### config.mk
export PLATFORM = sky130hd
export DESIGN_NAME = packed_10bit_channel_demux_flat
export DESIGN_NICKNAME = d
export VERILOG_FILES = /design/src/rtl/p10cd_pkg.sv /design/src/rtl/p10cd_in_if.sv /design/src/rtl/p10cd_front.sv /design/src/rtl/p10cd_queue.sv /design/src/rtl/p10cd_back.sv /design/src/rtl/packed_10bit_channel_demux.sv /design/src/flat_wrapper.sv
export SDC_FILE = /design/constraint.sdc
export NUM_CORES = 1
export LEC_CHECK = 0
export BUFFER_PORTS_ARGS = -buffer_cell sky130_fd_sc_hd__buf_2
export CORE_ASPECT_RATIO = 1.4
export CORE_MARGIN = 1.5
export CORE_UTILIZATION = 45
export CTS_CLUSTER_SIZE = 28
export DETAILED_ROUTE_END_ITERATION = 10
export SLEW_MARGIN = 20
export SYNTH_ARGS = -nofsm -noshare
export SYNTH_HDL_FRONTEND = slang
export SYNTH_SLANG_ARGS = --single-unit
export TNS_END_PERCENT = 10
### constraint.sdc
create_clock -name i_clk -period 16.75 [get_ports i_clk]
set_input_delay 2.5125 -clock i_clk [delete_from_list [all_inputs] [get_ports i_clk]]
set_output_delay 2.5125 -clock i_clk [all_outputs]
set_load 0.05 [all_outputs]
### src/rtl/p10cd_pkg.sv
// Package: shared types and constants of the packed 10-bit channel demux.
package p10cd_pkg;

    localparam int NUM_CH      = 6;
    localparam int CH_W        = 3;
    localparam int BYTE_W      = 8;
    localparam int SAMPLE_W    = 10;
    localparam int GAIN_W      = 7;
    localparam int START_W     = 11;
    localparam int HDR_W       = 8;
    localparam int COLUMN_W    = 8;
    localparam int LINE_OUT_W  = 19;
    localparam int PIXEL_W     = 16;
    localparam int PROD_W      = SAMPLE_W + GAIN_W;
    localparam int DIFF_W      = START_W + 1;
    localparam int CFG_IDX_W   = 3;
    localparam int CFG_DATA_W  = 11;
    localparam int QUEUE_DEPTH = 4;
    localparam int QUEUE_PTR_W = 2;
    localparam int QUEUE_CNT_W = 3;

    localparam logic [2:0] PHASE_LAST = 3'd4;

    typedef logic [CFG_IDX_W-1:0] t_cfg_idx;

    localparam t_cfg_idx CFG_HEADER_SKIP = 3'd0;
    localparam t_cfg_idx CFG_GAIN        = 3'd1;
    localparam t_cfg_idx CFG_START_CH0   = 3'd2;

    localparam logic [HDR_W-1:0]  RST_HEADER_SKIP = 8'd100;
    localparam logic [GAIN_W-1:0] RST_GAIN        = 7'd60;

    typedef logic [START_W-1:0] t_start_arr [NUM_CH];

    localparam t_start_arr RST_START = '{11'd37, 11'd229, 11'd420,
                                         11'd612, 11'd804, 11'd997};

    typedef struct packed {
        logic [HDR_W-1:0]                 header_skip;
        logic [GAIN_W-1:0]                gain;
        logic [NUM_CH-1:0][START_W-1:0]   start;
    } t_cfg;

endpackage

### src/rtl/p10cd_in_if.sv
// Interfaces: byte input channel and sample result channel.
interface p10cd_in_if;
    logic       valid;
    logic       ready;
    logic [7:0] data_byte;
    logic       frame_first;

    modport source (output valid, output data_byte, output frame_first, input ready);
    modport sink   (input valid, input data_byte, input frame_first, output ready);
endinterface

interface p10cd_out_if;
    logic        valid;
    logic        ready;
    logic [2:0]  channel;
    logic [7:0]  column;
    logic [18:0] line_index;
    logic [15:0] pixel_value;

    modport source (output valid, output channel, output column, output line_index,
                    output pixel_value, input ready);
    modport sink   (input valid, input channel, input column, input line_index,
                    input pixel_value, output ready);
endinterface

### src/rtl/p10cd_front.sv
// Front end: frame tracking, header skip and 10-bit unpacking.
module p10cd_front #(
    parameter int SAMPLES_PER_LINE = 1108,
    parameter int LINE_COUNT_MAX   = 524288,
    localparam int SIW = $clog2(SAMPLES_PER_LINE + 1),
    localparam int IW  = $clog2(SAMPLES_PER_LINE),
    localparam int LCW = $clog2(LINE_COUNT_MAX)
) (
    input  logic                             i_clk,
    input  logic                             i_rst_n,
    input  p10cd_pkg::t_cfg                  i_cfg,
    input  logic                             i_accept,
    input  logic [p10cd_pkg::BYTE_W-1:0]     i_data_byte,
    input  logic                             i_frame_first,
    output logic                             o_push,
    output logic [p10cd_pkg::SAMPLE_W-1:0]   o_sample,
    output logic [IW-1:0]                    o_index,
    output logic [LCW-1:0]                   o_line
);

    localparam logic [LCW-1:0] LC_LAST = LCW'(LINE_COUNT_MAX - 1);
    localparam logic [SIW-1:0] SPL     = SIW'(SAMPLES_PER_LINE);
    localparam logic [2:0] PHASE_LAST_L = p10cd_pkg::PHASE_LAST;

    logic                          r_frame_seen, n_frame_seen;
    logic [p10cd_pkg::HDR_W-1:0]   r_byte_pos,   n_byte_pos;
    logic [2:0]                    r_phase,      n_phase;
    logic [p10cd_pkg::BYTE_W-1:0]  r_held,       n_held;
    logic [SIW-1:0]                r_sample_idx, n_sample_idx;
    logic [LCW-1:0]                r_line,       n_line;

    // Values after the frame-start restart, before this byte is consumed
    logic                          fs;
    logic [p10cd_pkg::HDR_W-1:0]   bp;
    logic [2:0]                    ph;
    logic [p10cd_pkg::BYTE_W-1:0]  hd;
    logic [SIW-1:0]                si;
    logic [LCW-1:0]                ln;
    logic                          got;
    logic [p10cd_pkg::SAMPLE_W-1:0] smp;

    always_comb begin
        fs = r_frame_seen;
        bp = r_byte_pos;
        ph = r_phase;
        hd = r_held;
        si = r_sample_idx;
        ln = r_line;
        if (i_frame_first) begin
            if (r_frame_seen) begin
                ln = (r_line == LC_LAST) ? '0 : r_line + 1'b1;
            end
            fs = 1'b1;
            bp = '0;
            ph = '0;
            hd = '0;
            si = '0;
        end
    end

    // Big-endian 10-bit unpack: four samples over bytes 1..4 of each group
    always_comb begin
        got = 1'b1;
        case (ph)
            3'd1:    smp = {hd, i_data_byte[7:6]};
            3'd2:    smp = {hd[5:0], i_data_byte[7:4]};
            3'd3:    smp = {hd[3:0], i_data_byte[7:2]};
            3'd4:    smp = {hd[1:0], i_data_byte};
            default: begin
                smp = '0;
                got = 1'b0;
            end
        endcase
    end

    always_comb begin
        n_frame_seen = r_frame_seen;
        n_byte_pos   = r_byte_pos;
        n_phase      = r_phase;
        n_held       = r_held;
        n_sample_idx = r_sample_idx;
        n_line       = r_line;
        o_push       = 1'b0;
        if (i_accept) begin
            n_frame_seen = fs;
            n_byte_pos   = bp;
            n_phase      = ph;
            n_held       = hd;
            n_sample_idx = si;
            n_line       = ln;
            if (fs) begin
                if (bp < i_cfg.header_skip) begin
                    n_byte_pos = bp + 1'b1;
                end else if (si < SPL) begin
                    n_held  = i_data_byte;
                    n_phase = (ph >= PHASE_LAST_L) ? '0 : ph + 1'b1;
                    if (got) begin
                        o_push       = 1'b1;
                        n_sample_idx = si + 1'b1;
                    end
                end
            end
        end
    end

    assign o_sample = smp;
    assign o_index  = si[IW-1:0];
    assign o_line   = ln;

    always_ff @(posedge i_clk) begin
        if (!i_rst_n) begin
            r_frame_seen <= 1'b0;
            r_byte_pos   <= '0;
            r_phase      <= '0;
            r_held       <= '0;
            r_sample_idx <= '0;
            r_line       <= '0;
        end else begin
            r_frame_seen <= n_frame_seen;
            r_byte_pos   <= n_byte_pos;
            r_phase      <= n_phase;
            r_held       <= n_held;
            r_sample_idx <= n_sample_idx;
            r_line       <= n_line;
        end
    end

endmodule

### src/rtl/p10cd_queue.sv
// Short FIFO between the unpacking front end and the window back end.
module p10cd_queue #(
    parameter int WIDTH = 8
) (
    input  logic             i_clk,
    input  logic             i_rst_n,
    input  logic             i_push,
    input  logic [WIDTH-1:0] i_data,
    output logic             o_full,
    input  logic             i_pop,
    output logic             o_valid,
    output logic [WIDTH-1:0] o_data
);

    localparam int PW = p10cd_pkg::QUEUE_PTR_W;
    localparam int CW = p10cd_pkg::QUEUE_CNT_W;
    localparam logic [CW-1:0] DEPTH = CW'(p10cd_pkg::QUEUE_DEPTH);

    logic [WIDTH-1:0] r_mem [p10cd_pkg::QUEUE_DEPTH];
    logic [PW-1:0]    r_wr_ptr, n_wr_ptr;
    logic [PW-1:0]    r_rd_ptr, n_rd_ptr;
    logic [CW-1:0]    r_count,  n_count;
    logic             do_push, do_pop;

    assign o_full  = (r_count == DEPTH);
    assign o_valid = (r_count != '0);
    assign o_data  = r_mem[r_rd_ptr];
    assign do_push = i_push && !o_full;
    assign do_pop  = i_pop && o_valid;

    always_comb begin
        n_wr_ptr = r_wr_ptr + PW'(do_push);
        n_rd_ptr = r_rd_ptr + PW'(do_pop);
        n_count  = r_count + CW'(do_push) - CW'(do_pop);
    end

    always_ff @(posedge i_clk) begin
        if (do_push) begin
            r_mem[r_wr_ptr] <= i_data;
        end
    end

    always_ff @(posedge i_clk) begin
        if (!i_rst_n) begin
            r_wr_ptr <= '0;
            r_rd_ptr <= '0;
            r_count  <= '0;
        end else begin
            r_wr_ptr <= n_wr_ptr;
            r_rd_ptr <= n_rd_ptr;
            r_count  <= n_count;
        end
    end

endmodule

### src/rtl/p10cd_back.sv
// Back end: channel window match, gain multiply and output register.
module p10cd_back #(
    parameter int SAMPLES_PER_LINE = 1108,
    parameter int CHANNEL_WIDTH    = 184,
    parameter int LINE_COUNT_MAX   = 524288,
    localparam int IW  = $clog2(SAMPLES_PER_LINE),
    localparam int LCW = $clog2(LINE_COUNT_MAX)
) (
    input  logic                               i_clk,
    input  logic                               i_rst_n,
    input  p10cd_pkg::t_cfg                    i_cfg,
    input  logic                               i_head_valid,
    input  logic [p10cd_pkg::SAMPLE_W-1:0]     i_sample,
    input  logic [IW-1:0]                      i_index,
    input  logic [LCW-1:0]                     i_line,
    output logic                               o_pop,
    output logic                               o_valid,
    input  logic                               i_ready,
    output logic [p10cd_pkg::CH_W-1:0]         o_channel,
    output logic [p10cd_pkg::COLUMN_W-1:0]     o_column,
    output logic [p10cd_pkg::LINE_OUT_W-1:0]   o_line_index,
    output logic [p10cd_pkg::PIXEL_W-1:0]      o_pixel_value
);

    localparam int DW = p10cd_pkg::DIFF_W;
    localparam logic [DW-1:0] CW_L = DW'(CHANNEL_WIDTH);

    logic [DW-1:0]                     idx_ext;
    logic [DW-1:0]                     diff [p10cd_pkg::NUM_CH];
    logic                              hit;
    logic [p10cd_pkg::CH_W-1:0]        hit_ch;
    logic [DW-1:0]                     hit_diff;
    logic [p10cd_pkg::PROD_W-1:0]      prod;
    logic [p10cd_pkg::PIXEL_W-1:0]     pix;
    logic                              load;

    logic                              r_valid, n_valid;
    logic [p10cd_pkg::CH_W-1:0]        r_channel;
    logic [p10cd_pkg::COLUMN_W-1:0]    r_column;
    logic [p10cd_pkg::LINE_OUT_W-1:0]  r_line_index;
    logic [p10cd_pkg::PIXEL_W-1:0]     r_pixel;

    assign idx_ext = DW'(i_index);

    // Scan from the top channel down so the lowest matching channel wins
    always_comb begin
        hit      = 1'b0;
        hit_ch   = '0;
        hit_diff = '0;
        for (int c = p10cd_pkg::NUM_CH - 1; c >= 0; c--) begin
            diff[c] = idx_ext - {1'b0, i_cfg.start[c]};
            if ((idx_ext >= {1'b0, i_cfg.start[c]}) && (diff[c] < CW_L)) begin
                hit      = 1'b1;
                hit_ch   = p10cd_pkg::CH_W'(c);
                hit_diff = diff[c];
            end
        end
    end

    assign prod = p10cd_pkg::PROD_W'(i_sample) * p10cd_pkg::PROD_W'(i_cfg.gain);
    assign pix  = (|prod[p10cd_pkg::PROD_W-1:p10cd_pkg::PIXEL_W]) ? '1
                                                               : prod[p10cd_pkg::PIXEL_W-1:0];

    // Output stage takes the head whenever it is empty or being drained;
    // heads that fall in no window are popped and dropped.
    assign load  = !r_valid || i_ready;
    assign o_pop = i_head_valid && load;

    always_comb begin
        n_valid = r_valid;
        if (load) begin
            n_valid = i_head_valid && hit;
        end
    end

    always_ff @(posedge i_clk) begin
        if (load) begin
            r_channel    <= hit_ch;
            r_column     <= hit_diff[p10cd_pkg::COLUMN_W-1:0];
            r_line_index <= p10cd_pkg::LINE_OUT_W'(i_line);
            r_pixel      <= pix;
        end
    end

    always_ff @(posedge i_clk) begin
        if (!i_rst_n) begin
            r_valid <= 1'b0;
        end else begin
            r_valid <= n_valid;
        end
    end

    assign o_valid       = r_valid;
    assign o_channel     = r_channel;
    assign o_column      = r_column;
    assign o_line_index  = r_line_index;
    assign o_pixel_value = r_pixel;

endmodule

### src/rtl/packed_10bit_channel_demux.sv
// Top level: packed 10-bit channel demux with configuration registers.
//
// Usage:
//   i_in  : byte stream, one frame byte per transaction; frame_first marks
//           the first byte of each scan line. Bytes before the first marked
//           byte are dropped.
//   o_out : one transaction per sample that lands in a channel window,
//           carrying channel, column in the window, line number and
//           sample * gain (saturated to 16 bits).
//   cfg   : i_cfg_wr_en/i_cfg_index/i_cfg_wdata, written only while idle.
// Throughput: one byte per cycle while the queue has room; four of every five payload
//   bytes produce a sample candidate.
// Path: a sample-completing byte is unpacked combinationally into the queue,
//   then passes from the queue head through the window/gain output register
//   onto o_out.
// Stall: a 4-entry queue decouples the front from the output register.
//   While o_out is stalled the queue fills, then i_in.ready drops.
// Reset: synchronous, active low; clears counters, line number, queue
//   and output valid, and restores register defaults.
module packed_10bit_channel_demux #(
    parameter int SAMPLES_PER_LINE = 1108,
    parameter int CHANNEL_WIDTH    = 184,
    parameter int LINE_COUNT_MAX   = 524288
) (
    input  logic                                i_clk,
    input  logic                                i_rst_n,
    p10cd_in_if.sink                            i_in,
    p10cd_out_if.source                         o_out,
    input  logic                                i_cfg_wr_en,
    input  logic [p10cd_pkg::CFG_IDX_W-1:0]     i_cfg_index,
    input  logic [p10cd_pkg::CFG_DATA_W-1:0]    i_cfg_wdata
);

    localparam int IW  = $clog2(SAMPLES_PER_LINE);
    localparam int LCW = $clog2(LINE_COUNT_MAX);
    localparam int QW  = LCW + IW + p10cd_pkg::SAMPLE_W;

    p10cd_pkg::t_cfg                  r_cfg, n_cfg;
    p10cd_pkg::t_cfg_idx              start_sel;

    logic                             in_accept;
    logic                             push;
    logic [p10cd_pkg::SAMPLE_W-1:0]   f_sample;
    logic [IW-1:0]                    f_index;
    logic [LCW-1:0]                   f_line;
    logic                             q_full;
    logic                             q_valid;
    logic                             q_pop;
    logic [QW-1:0]                    q_data;

    // Configuration registers
    assign start_sel = i_cfg_index - p10cd_pkg::CFG_START_CH0;

    always_comb begin
        n_cfg = r_cfg;
        if (i_cfg_wr_en) begin
            case (i_cfg_index)
                p10cd_pkg::CFG_HEADER_SKIP: n_cfg.header_skip = i_cfg_wdata[p10cd_pkg::HDR_W-1:0];
                p10cd_pkg::CFG_GAIN:        n_cfg.gain = i_cfg_wdata[p10cd_pkg::GAIN_W-1:0];
                default:                    n_cfg.start[start_sel] = i_cfg_wdata;
            endcase
        end
    end

    always_ff @(posedge i_clk) begin
        if (!i_rst_n) begin
            r_cfg.header_skip <= p10cd_pkg::RST_HEADER_SKIP;
            r_cfg.gain        <= p10cd_pkg::RST_GAIN;
            for (int c = 0; c < p10cd_pkg::NUM_CH; c++) begin
                r_cfg.start[c] <= p10cd_pkg::RST_START[c];
            end
        end else begin
            r_cfg <= n_cfg;
        end
    end

    // Input handshake: take a byte whenever the queue has room
    assign i_in.ready = !q_full;
    assign in_accept  = i_in.valid && !q_full;

    p10cd_front #(
        .SAMPLES_PER_LINE (SAMPLES_PER_LINE),
        .LINE_COUNT_MAX   (LINE_COUNT_MAX)
    ) u_front (
        .i_clk         (i_clk),
        .i_rst_n       (i_rst_n),
        .i_cfg         (r_cfg),
        .i_accept      (in_accept),
        .i_data_byte   (i_in.data_byte),
        .i_frame_first (i_in.frame_first),
        .o_push        (push),
        .o_sample      (f_sample),
        .o_index       (f_index),
        .o_line        (f_line)
    );

    p10cd_queue #(
        .WIDTH (QW)
    ) u_queue (
        .i_clk   (i_clk),
        .i_rst_n (i_rst_n),
        .i_push  (push),
        .i_data  ({f_line, f_index, f_sample}),
        .o_full  (q_full),
        .i_pop   (q_pop),
        .o_valid (q_valid),
        .o_data  (q_data)
    );

    p10cd_back #(
        .SAMPLES_PER_LINE (SAMPLES_PER_LINE),
        .CHANNEL_WIDTH    (CHANNEL_WIDTH),
        .LINE_COUNT_MAX   (LINE_COUNT_MAX)
    ) u_back (
        .i_clk         (i_clk),
        .i_rst_n       (i_rst_n),
        .i_cfg         (r_cfg),
        .i_head_valid  (q_valid),
        .i_sample      (q_data[p10cd_pkg::SAMPLE_W-1:0]),
        .i_index       (q_data[IW+p10cd_pkg::SAMPLE_W-1:p10cd_pkg::SAMPLE_W]),
        .i_line        (q_data[QW-1:IW+p10cd_pkg::SAMPLE_W]),
        .o_pop         (q_pop),
        .o_valid       (o_out.valid),
        .i_ready       (o_out.ready),
        .o_channel     (o_out.channel),
        .o_column      (o_out.column),
        .o_line_index  (o_out.line_index),
        .o_pixel_value (o_out.pixel_value)
    );

endmodule

### src/flat_wrapper.sv
// flat-port wrapper written by rule: the top's interface ports become plain ports
module packed_10bit_channel_demux_flat 
#(
    parameter int SAMPLES_PER_LINE = 1108,
    parameter int CHANNEL_WIDTH    = 184,
    parameter int LINE_COUNT_MAX   = 524288
)
  (i_clk, i_rst_n, i_cfg_wr_en, i_cfg_index, i_cfg_wdata, i_in_valid, i_in_data_byte, i_in_frame_first, i_in_ready, o_out_valid, o_out_channel, o_out_column, o_out_line_index, o_out_pixel_value, o_out_ready);
  p10cd_in_if i_in_i ();
  p10cd_out_if o_out_i ();
  input  logic i_clk;
  input  logic i_rst_n;
  input  logic i_cfg_wr_en;
  input  logic [p10cd_pkg::CFG_IDX_W-1:0] i_cfg_index;
  input  logic [p10cd_pkg::CFG_DATA_W-1:0] i_cfg_wdata;
  input wire logic [$bits(i_in_i.valid)-1:0] i_in_valid;
  input wire logic [$bits(i_in_i.data_byte)-1:0] i_in_data_byte;
  input wire logic [$bits(i_in_i.frame_first)-1:0] i_in_frame_first;
  output wire logic [$bits(i_in_i.ready)-1:0] i_in_ready;
  output wire logic [$bits(o_out_i.valid)-1:0] o_out_valid;
  output wire logic [$bits(o_out_i.channel)-1:0] o_out_channel;
  output wire logic [$bits(o_out_i.column)-1:0] o_out_column;
  output wire logic [$bits(o_out_i.line_index)-1:0] o_out_line_index;
  output wire logic [$bits(o_out_i.pixel_value)-1:0] o_out_pixel_value;
  input wire logic [$bits(o_out_i.ready)-1:0] o_out_ready;
  assign i_in_i.valid = i_in_valid;
  assign i_in_i.data_byte = i_in_data_byte;
  assign i_in_i.frame_first = i_in_frame_first;
  assign i_in_ready = i_in_i.ready;
  assign o_out_valid = o_out_i.valid;
  assign o_out_channel = o_out_i.channel;
  assign o_out_column = o_out_i.column;
  assign o_out_line_index = o_out_i.line_index;
  assign o_out_pixel_value = o_out_i.pixel_value;
  assign o_out_i.ready = o_out_ready;
  packed_10bit_channel_demux #(.SAMPLES_PER_LINE(SAMPLES_PER_LINE), .CHANNEL_WIDTH(CHANNEL_WIDTH), .LINE_COUNT_MAX(LINE_COUNT_MAX)) u_core (.i_clk(i_clk), .i_rst_n(i_rst_n), .i_in(i_in_i), .o_out(o_out_i), .i_cfg_wr_en(i_cfg_wr_en), .i_cfg_index(i_cfg_index), .i_cfg_wdata(i_cfg_wdata));
endmodule
==> metrics.md <==
| Metric | Value |
|---|---|
| Status | completed |
| Die height | 250 um |
| Internal power | 1.64 mW |
| Postcts setup bufs | 0 |
| DRC violations left | 0 |
| Post-synthesis mux area share | 5.29% |
| Post-Synth XOR/XNOR Area | 3.23% |
| Part of the power in registers | 41.3% |
| First-pass GRT wire length | 74,600 um |
| FF+latch count, synth | 345 |
| WHS | 454 ps |
| Highest Clock Rate | 150 MHz |
| Initial Utilization | 45.5% |
| Psw | 0.686 mW |
| Ys Warns | 0 |
| Clk pwr share | 36.9% |
| Critical path endpoint category | register |
| Adder-cell share of the synthesized area | 12.5% |
| Cts-stage hold buffer count | 0 |
| Area leader, netlist | edfxtp_1 |
| Switching share of power | 29.5% |
| Post-DP HPWL | 33,000 um |
| Combinational fraction of design power | 21.9% |
| Largest net degree at the start of global routing | 68 |
| Post-layout util | 50.4% |
| Worst R2R End | u_core.u_back.o_pixel_value[15] |
| Reg2reg start | u_core.u_queue.r_rd_ptr[0] |
| Final GP Congestion | 0.894 |
| Most frequent cells in the layout | nand2_1 (249), edfxtp_1 (206), dfxtp_1 (137) |
| Min cycle time layout | 6650 ps |
| # clock sinks | 345 |
| P&R area growth vs syn | 10.9% |
| Simple-gate area share of the yosys netlist | 16.4% |
| Final cycle utilization of the critical path | 39.7% |
| Final wirelength | 47,400 um |
| H-tree Lvls | 2 |
| Relative slew slack | 29.3% |
| HP Class | reg2reg |
| Setup TNS | 0 ps |
| RSZ-0062 raised after global routing | false |
| # port buffers | 75 |
| Pins over their slew limit | 0 |
| Post-Syn Area | 19,600 um2 |
| Max-cap violations | 0 |
| Area of the multi-input gates | 9790 um2 |
| Yosys cell types | 79 |
| Ant. Diodes | 0 |
| Top cell type's share of synthesized area | 31.6% |
| Final Skew | 17.9 ps |
| Avg Inst Size Synth | 10.4 um2 |
| Nets | 2,124 |
| Static Leak | 7.81 nW |
| First DRT Iteration DRCs | 793 |
| R2r worst-path depth | 17 |
| R2R setup slack | 10,100 ps |
| Place WS | 9750 ps |
| Routed WL per cell | 18.9 um |
| Die width | 179 um |
| Leading cell type in the layout, fill and taps excluded | nand2_1 |
| Cell row count | 90 |
| Die area | 44,700 um2 |
| CTS Buffer Depth | 3 |
| Fillers | 3,935 |
| IR drop worst, VDD | 76.1 uV |
| Sequential fraction of the synthesis area | 45.9% |
| Gr usage total | 21.5% |
| CTS Buf Count | 36 |
| Clock transition at the registers of the reported paths | 70 ps |
| Initial antenna violation count | 0 |
| Reg area | 8970 um2 |
| Core area | 43,000 um2 |
| Antenna viol nets, final | 0 |
| Crit path to | u_core.u_back.o_pixel_value[15] |
| Power per Cell Area | 107 nW/um2 |
| Crit path max fanout | 35 |
| Post-Syn Instances | 1,883 |
| CP Launch Type | register |
| FFs w/ async S/R, synth | 0% |
| Endpoints failing setup | 0 |
| WP data arrival | 6930 ps |
| Cts repair resizes | 0 |
| Clock Latency Late Sink | 540 ps |
| Setup ws final | 10,100 ps |
| Mapped Nets | 2,078 |
| Post-synth EDFFs | 206 |
| Critical path startpoint | u_core.u_queue.r_rd_ptr[0] |
| Router iterations before antenna repair | 5 |
| CTS tree | done |
| Final Hold Vio Count | 0 |
| Critical path data required time | 17,030 ps |
| Slew @ Worst Pin | 1060 ps |
| Boundary Pins | 76 |
| Vias per inst | 5.60 |
| Post-synthesis compound-gate area fraction | 12.5% |
| Layout cell share with drive strength beyond 1 | 11.6% |
| Crit path kind | reg2reg |
| Prevailing post-synth register cell | edfxtp_1 |
| Main combinational cell family by area after synthesis | simple AND/OR/NAND/NOR gates |
| Synth area leaders | edfxtp_1 (32%), dfxtp_1 (14%), ha_1 (7.7%) |
| Total congestion overflow | 0 |
| Vias in the first global route | 14,000 |
| CTS Root Cell | clkbuf_16 |
| Vias | 14,000 |
## synth_stat cells, types with 39 or more instances
master / instances
nand2_1: 249
edfxtp_1: 206
dfxtp_1: 139
a21oi_1: 133
inv_1: 132
ha_1: 121
nor2_1: 97
nand3_1: 66
o21ai_0: 65
clkbuf_1: 62
and2_1: 60
fa_1: 46
mux4_2: 40
nor2b_1: 39
## critical path, cell delays in order, from the launching register on
cell	delay, ps
dfxtp_2	450
buf_4	640
mux4_2	680
and2_1	210
fa_1	520
fa_1	440
fa_1	540
inv_1	50
fa_1	520
inv_1	40
ha_1	360
a21o_1	130
a31oi_1	50
o21a_1	220
a21oi_1	230
mux2i_1	620
nor2_1	260
or3_1	410
## registers in the layout, indices dropped and copies added, names as in the netlist
| signal | cells |
|---|---|
| u_core.u_front.r_line | 19 |
| u_core.u_back.o_valid | 1 |
| u_core.u_front.r_sample_idx | 11 |
| u_core.u_queue.r_rd_ptr | 2 |
| u_core.u_front.r_byte_pos | 8 |
| u_core.u_queue.r_mem | 160 |
| u_core.u_front.r_phase | 3 |
| u_core.u_queue.r_wr_ptr | 2 |
| u_core.u_front.r_held | 8 |
| u_core.r_cfg | 81 |
| u_core.u_back.o_column | 8 |
| u_core.u_back.o_pixel_value | 16 |
| u_core.u_queue.r_count | 3 |
| u_core.u_back.o_channel | 3 |
| u_core.u_front.r_frame_seen | 1 |
| u_core.u_back.o_line_index | 19 |
## worst min path at each step
stage	cells after the start	slack (ps)	start	to
floorplan	2	440	u_core.r_cfg[66]	u_core.r_cfg[66]
global placement	2	440	u_core.r_cfg[58]	u_core.r_cfg[58]
detailed placement	2	450	u_core.r_cfg[9]	u_core.r_cfg[9]
CTS	2	460	u_core.r_cfg[9]	u_core.r_cfg[9]
global route	2	470	u_core.r_cfg[9]	u_core.r_cfg[9]
finish	2	450	u_core.r_cfg[9]	u_core.r_cfg[9]
## layout make-up
type,instances,share of cell area (%)
Tap cell,552,3.18
Clock buffer,46,4.61
Timing Repair Buffer,89,2.22
Multi-Input combinational cell,1325,45.1
Sequential cell,345,41.4
Inverter,132,2.28
Clock inverter,20,1.21
## routing by layer
metal	vias to the layer above	part of all wire, %	global-route usage, %	routed length [um]
met3	101	3.9	2.57	1830
met5	-	0	0	0
met2	302	51	38.3	24200
li1	6834	-	-	-
met4	0	3.9	8.78	1870
met1	6804	41	26.0	19400
## kinds of logic after synthesis
group | Yosys count
flops | 345
mux | 53
simple gates | 658
compound gates | 375
buf+inv | 213
xor+xnor | 72
fa+ha+maj | 167
## power by group through the flow
stage               clock network, mW  registers [mW]  logic [mW]
floorplan                           0            1.05       0.308
global placement                    0           0.977       0.507
detailed placement                  0           0.977       0.511
CTS                             0.878           0.960       0.515
global route                    0.907           0.963       0.560
finish                          0.857           0.958       0.508
## per-stage QoR
step	cell area [um2]	power, mW	instances
after floorplan	19600	1.36	1883
after global placement	20400	1.48	2443
after detailed placement	20400	1.49	2443
after CTS	21700	2.35	2509
after global routing	21700	2.43	2509
final	21700	2.32	2509
(Power assumes the default switching activity.)
